### src/sv/rau_pkg.sv
// Shared types, codes and constants for the rational arithmetic unit.
package rau_pkg;

  localparam int unsigned MagWidth = 64;

  typedef enum logic [1:0] {
    OP_ADD = 2'd0,
    OP_SUB = 2'd1,
    OP_MUL = 2'd2,
    OP_DIV = 2'd3
  } op_t;

  typedef enum logic [1:0] {
    ST_OK       = 2'd0,
    ST_ZERO_DEN = 2'd1,
    ST_DIV_ZERO = 2'd2,
    ST_OVERFLOW = 2'd3
  } status_t;

  // Datapath micro-commands issued by the controller.
  typedef enum logic [3:0] {
    CMD_IDLE,
    CMD_LOAD,
    CMD_GCD1_INIT,
    CMD_GCD2_INIT,
    CMD_GCDR_INIT,
    CMD_GCD_STEP,
    CMD_DIV1_INIT,
    CMD_DIV2_INIT,
    CMD_DIVR_INIT,
    CMD_DIV_STEP,
    CMD_MUL_A,
    CMD_MUL_B,
    CMD_MUL_C,
    CMD_COMBINE,
    CMD_FINISH
  } cmd_t;

  typedef enum logic [3:0] {
    S_IDLE,
    S_CHECK,
    S_GCD1,
    S_DIV1,
    S_GCD2,
    S_DIV2,
    S_MULA,
    S_MULB,
    S_MULC,
    S_COMBINE,
    S_GCDR,
    S_DIVR,
    S_FINISH,
    S_OUT
  } state_t;

  typedef struct packed {
    logic gcd_done;
    logic div_done;
    logic zero_den;
    logic div_zero;
    logic res_zero;
  } dp_status_t;

endpackage

### src/sv/rau_ctrl.sv
// Controller state machine sequencing the rational arithmetic datapath.
module rau_ctrl (
  input  logic                clk,
  input  logic                rst_n,
  input  logic                in_valid,
  output logic                in_ready,
  output logic                out_valid,
  input  logic                out_ready,
  input  rau_pkg::dp_status_t dp_st,
  output rau_pkg::cmd_t       cmd
);
  import rau_pkg::*;

  state_t state_r, state_nxt;

  always_ff @(posedge clk) begin
    if (!rst_n) begin
      state_r <= S_IDLE;
    end else begin
      state_r <= state_nxt;
    end
  end

  always_comb begin
    state_nxt = state_r;
    cmd       = CMD_IDLE;
    in_ready  = 1'b0;
    out_valid = 1'b0;
    unique case (state_r)
      S_IDLE: begin
        in_ready = 1'b1;
        if (in_valid) begin
          cmd = CMD_LOAD;
          state_nxt = S_CHECK;
        end
      end
      S_CHECK: begin
        if (dp_st.zero_den) begin
          cmd = CMD_FINISH;
          state_nxt = S_OUT;
        end else begin
          cmd = CMD_GCD1_INIT;
          state_nxt = S_GCD1;
        end
      end
      S_GCD1: begin
        if (dp_st.gcd_done) begin
          cmd = CMD_DIV1_INIT;
          state_nxt = S_DIV1;
        end else begin
          cmd = CMD_GCD_STEP;
        end
      end
      S_DIV1: begin
        if (dp_st.div_done) begin
          cmd = CMD_GCD2_INIT;
          state_nxt = S_GCD2;
        end else begin
          cmd = CMD_DIV_STEP;
        end
      end
      S_GCD2: begin
        if (dp_st.gcd_done) begin
          cmd = CMD_DIV2_INIT;
          state_nxt = S_DIV2;
        end else begin
          cmd = CMD_GCD_STEP;
        end
      end
      S_DIV2: begin
        if (dp_st.div_done) begin
          if (dp_st.div_zero) begin
            cmd = CMD_FINISH;
            state_nxt = S_OUT;
          end else begin
            cmd = CMD_MUL_A;
            state_nxt = S_MULA;
          end
        end else begin
          cmd = CMD_DIV_STEP;
        end
      end
      S_MULA: begin
        cmd = CMD_MUL_B;
        state_nxt = S_MULB;
      end
      S_MULB: begin
        cmd = CMD_MUL_C;
        state_nxt = S_MULC;
      end
      S_MULC: begin
        cmd = CMD_COMBINE;
        state_nxt = S_COMBINE;
      end
      S_COMBINE: begin
        if (dp_st.res_zero) begin
          cmd = CMD_FINISH;
          state_nxt = S_OUT;
        end else begin
          cmd = CMD_GCDR_INIT;
          state_nxt = S_GCDR;
        end
      end
      S_GCDR: begin
        if (dp_st.gcd_done) begin
          cmd = CMD_DIVR_INIT;
          state_nxt = S_DIVR;
        end else begin
          cmd = CMD_GCD_STEP;
        end
      end
      S_DIVR: begin
        if (dp_st.div_done) begin
          cmd = CMD_FINISH;
          state_nxt = S_OUT;
        end else begin
          cmd = CMD_DIV_STEP;
        end
      end
      S_FINISH: begin
        cmd = CMD_FINISH;
        state_nxt = S_OUT;
      end
      S_OUT: begin
        out_valid = 1'b1;
        if (out_ready) begin
          state_nxt = S_IDLE;
        end
      end
      default: state_nxt = S_IDLE;
    endcase
  end

`ifndef SYNTHESIS
  a_ready_only_idle: assert property (@(posedge clk) disable iff (!rst_n)
    in_ready |-> !out_valid) else $error("ready while result pending");
  a_load_leaves_idle: assert property (@(posedge clk) disable iff (!rst_n)
    (in_valid && in_ready) |=> !in_ready) else $error("second request taken");
  a_out_holds: assert property (@(posedge clk) disable iff (!rst_n)
    (out_valid && !out_ready) |=> out_valid) else $error("result dropped");
`endif

endmodule

### config.mk
export PLATFORM = sky130hd
export DESIGN_NAME = rau_ctrl
export DESIGN_NICKNAME = d
export VERILOG_FILES = /design/src/sv/rau_pkg.sv /design/src/sv/rau_ctrl.sv
export SDC_FILE = /design/constraint.sdc
export NUM_CORES = 1
export LEC_CHECK = 0
export BUFFER_PORTS_ARGS = -buffer_cell sky130_fd_sc_hd__buf_2
export CORE_UTILIZATION = 40
export DETAILED_ROUTE_END_ITERATION = 10
export PLACE_DENSITY_LB_ADDON = 0.12
export SLEW_MARGIN = 10
export SYNTH_ARGS = -nofsm -noshare
export SYNTH_HDL_FRONTEND = slang
export SYNTH_SLANG_ARGS = --single-unit
### constraint.sdc
create_clock -name clk -period 2.8 [get_ports clk]
set_clock_uncertainty 0.15 [all_clocks]
set_input_delay 0.42 -clock clk [delete_from_list [all_inputs] [get_ports clk]]
set_output_delay 0.42 -clock clk [all_outputs]
set_load 0.1 [all_outputs]
======== Word-level counts from Yosys, hierarchy flattened ========
Index checks and enable logic that the tools add are counted.
Widths: inputs -> output; s select.
operators by class
  mux-type cells .......................... 25
  $add $sub $neg .......................... 0
  eq/ne operators ......................... 21
  $lt $le $gt $ge ......................... 0
  div/mod/pow operators ................... 0
  shift operators ......................... 0
  bitwise gates (word level) .............. 0
  reductions and logical operators ........ 2
  multiply operators ...................... 0
operators by type and width
  cell                number
  $mux 4              15
  $pmux 4 s14         1
  $pmux 4 s13         1
  $eq 4x4->1 const B  6
  $eq 4x3->1 const B  4
  $ne 2x2->1 const B  8
  $mux 3              3
  $eq 4x2->1 const B  2
  $reduce_and 8->1    1
  $eq 4x1->1 const B  1
  $logic_not 4->1     1
  $mux 2              2
  $mux 1              3
storage, ports and cells
  word-level logic and storage cells ...... 49
  output and inout bits ................... 6
  flip-flop bits (word level) ............. 4
  input port bits ......................... 9
  memories kept ........................... 0
  latch bits .............................. 0
  memory bits (read-only) ................. 0
  memory bits (writable) .................. 0

======== Depth between registers and ports, before layout ========
  depth after elaboration ................. 3
  gate-level depth with buffers ........... 7
  gate-level depth less buffers ........... 5

======== Worst setup path before layout ========
Ideal clock, no wire load.
  path type ............................... register to output
  start ................................... reg state_r[3]
  end ..................................... out in_ready
  stages on the path, launching flop included .. 4
  path slack .............................. -1.377 ns
  data arrival time ....................... 3.607 ns
  path buffers ............................ 2
  required time ........................... 2.230 ns
  cell sequence ........................... dfxtp_1 -> buf_2 -> clkbuf_1 -> nor4_1
between the ends
  cells in the longest elaborated chain, start to end .. 2
RTL lines
  item                    line            RTL
  from (decl)             rau_ctrl.sv:14  state_t state_r, state_nxt;
  from (signal assigned)  rau_ctrl.sv:20  state_r <= state_nxt;
  $logic_not 4->1         rau_ctrl.sv:29  unique case (state_r)
  $mux 1                  rau_ctrl.sv:29
  to (decl)               rau_ctrl.sv:6   output logic in_ready,
No other way between the ends.

======== Worst setup path in the final report ========
  start ................................... reg state_r[1]
  end ..................................... out cmd[2]
between the ends
  cells in the longest elaborated chain, start to end .. 2
  elaborated cells between the ends (all ways) .. 14
  classes of those cells .................. 12 x eq/ne; 1 x mux; 1 x reduce/logical
RTL lines
  item                                      line            RTL
  $eq 4x4->1, or another cell as far along  rau_ctrl.sv:29
  $pmux 4 s13 *                             rau_ctrl.sv:29
  to (decl)                                 rau_ctrl.sv:10  output rau_pkg::cmd_t cmd
Mark *: on every way between the ends. The rest lies on a longest branch, timed or not.

==> metrics.txt <==
Synth area leaders dfxtp_1 (13%), nor2_1 (8.8%), a21oi_1 (8.4%); n_diodes 0; initial antenna violation count 0; met2 Use GR 0.397; top achievable clock speed 388 MHz; worst path arrival time 2.01 ns; clk sinks 4; first-pass detailed-route iteration total 4; placed inst area 684 um2; Setup crit end kind primary output; grt met3 use 0.0667; cell taking the most area after synthesis dfxtp_1; Tightest Hold Check Type input port to flop; Synth Cell Area 596 um2; Final min period 2.58 ns; maximum root-to-sink buffer count 2; Nets 117; Synth warnings 0; DR WL/cell 13.9 um; Max Cap Viol 0; Boundary Pins 15; layer with the highest usage met2; buffers plus inverters on the worst setup path 2; TritonCTS Buffers 3; setup TNS 0 ns; buffers added on ports 14; DR vias 742; core area 1350 um2; CTS tree yes; worst skew pair latency 0.23 ns; Area growth syn-to-layout 18.7%; top flop regs state_r (4); Crit Path Max Fanout 9; Cell variety after synth 36; post-cts sizing count 0; Die X 40.6 um; CP required 2.23 ns; Slew Limit Headroom 0.672; register area 80.1 um2; status completed; clock slew at reported path FFs 0.04 ns; # hold bufs at CTS 0; final setup fails 0; Post-Synthesis Cells 93; Placement Rows 13; Root Buffer clkbuf_4; die footprint 1650 um2; grt met1 use 0.311; total wire length 1680 um; most frequent cells in the layout buf_2 (14), nand2_1 (13), nor2_1 (13); Hold Slack 0.325 ns; hold path depth 3; critical path's top delay family buffers and inverters; crit-path max cell delay 0.51 ns; # fillers 138; register area share after synthesis 0.134; drt first-iter violations 34; drc violations 0; Worst R2R Path Depth 6; crit start category flop; Synth Register Bits 4; Most flops, register state_r; Critical Path Slowest Stage Cell dfxtp_1; Hold Fails Final Rpt 0; critical path depth 6; gr usage total 0.240; Setup Fix Bufs, Post-CTS 0; syn_nets 102; grt ovf 0; share of the synthesized area in the top cell type 0.134; share of layout cells above drive strength 1 0.274; max reg flops 4; average size of a mapped cell 6.40 um2; final HPWL from detailed placement 1290 um; Slew Limit Fails 0; largest net degree at the start of global routing 25; commonest non-fill, non-tap cell in the layout buf_2; H-tree Lvls 1; global-route wire length before repair 2640 um; Vias/cell 6.13; fin crit share 0.921; fin util 0.524; Final ANT Viol Nets 0; critical path cell sequence inv_1 > nand2_1 > a21oi_1 > a2111oi_0 > nor2_2 > buf_2; worst-margin pin slew 0.480 ns; initial core utilization 0.441; GP Congestion 0.910; RSZ-0062 raised after global routing false; DIE HEIGHT 40.6 um; multi-input logic area 470 um2; Design Area, Final 707 um2; Crit Path Class flop to primary output; vias in the first global route 631
## metrics by stage
step / std cells / setup WS [ns]
global route: 121 / 0.0921
global placement: 118 / 0.408
detailed placement: 118 / 0.472
CTS: 121 / 0.217
floorplan: 93 / -0.220
finish: 121 / 0.221
## cells by family (layout without fill, tap and decap cells)
family,after synthesis,after routing,synth area share
AND/OR/NAND/NOR,39,39,0.286
adder cells (fa/ha/maj),1,1,0.0168
multiplexers,2,2,0.0336
flip-flops,4,4,0.134
AO/OA/AOI/OAI,35,35,0.429
buffers and inverters,12,25,0.101
## worst min-delay path: stages
cell and delay [ns]:
buf_2 0.14, inv_1 0.06, a311oi_1 0.04
## synth_stat cells (all sizes together)
cell type  instances
clkbuf             2
a2111oi            1
nand3              4
o211ai             1
a31oi              1
buf                6
a21oi             10
nor3               1
a211oi             1
a311oi             1
a221oi             1
o32ai              1
a32oi              1
or3                2
o221ai             2
dfxtp              4
a22oi              1
nand2b             1
o22ai              2
o31ai              2
nor2              14
nor4               2
nand2             14
inv                4
o41ai              1
mux2i              2
maj3               1
a2bb2oi            1
o21ai              8
nor2b              1
## final timing paths
kind / from / end / slack [ns]
worst max-delay path: state_r[1]$_SDFFE_PN0P_ / cmd[2] / 0.22
worst min-delay path: rst_n / state_r[1]$_SDFFE_PN0P_ / 0.33
worst max register to register: state_r[1]$_SDFFE_PN0P_ / state_r[3]$_SDFFE_PN0P_ / 0.85
worst min register to register: state_r[3]$_SDFFE_PN0P_ / state_r[3]$_SDFFE_PN0P_ / 0.60
## layout make-up
cell class              instances  area share
inverters                       4      0.0212
multi-input cells              77       0.665
well taps                      15      0.0265
clock buffers                   3      0.0319
flip-flops and latches          4       0.113
repair buffers                 18       0.142
## layer usage
layer | wire [um] | vias up
met2 | 797 | 31
met5 | 0 | -
met4 | 0 | 0
li1 | - | 372
met3 | 147 | 0
met1 | 737 | 339
Power is not shown: default switching activity piles up to over one toggle a cycle in this logic, so the estimate is an artifact.
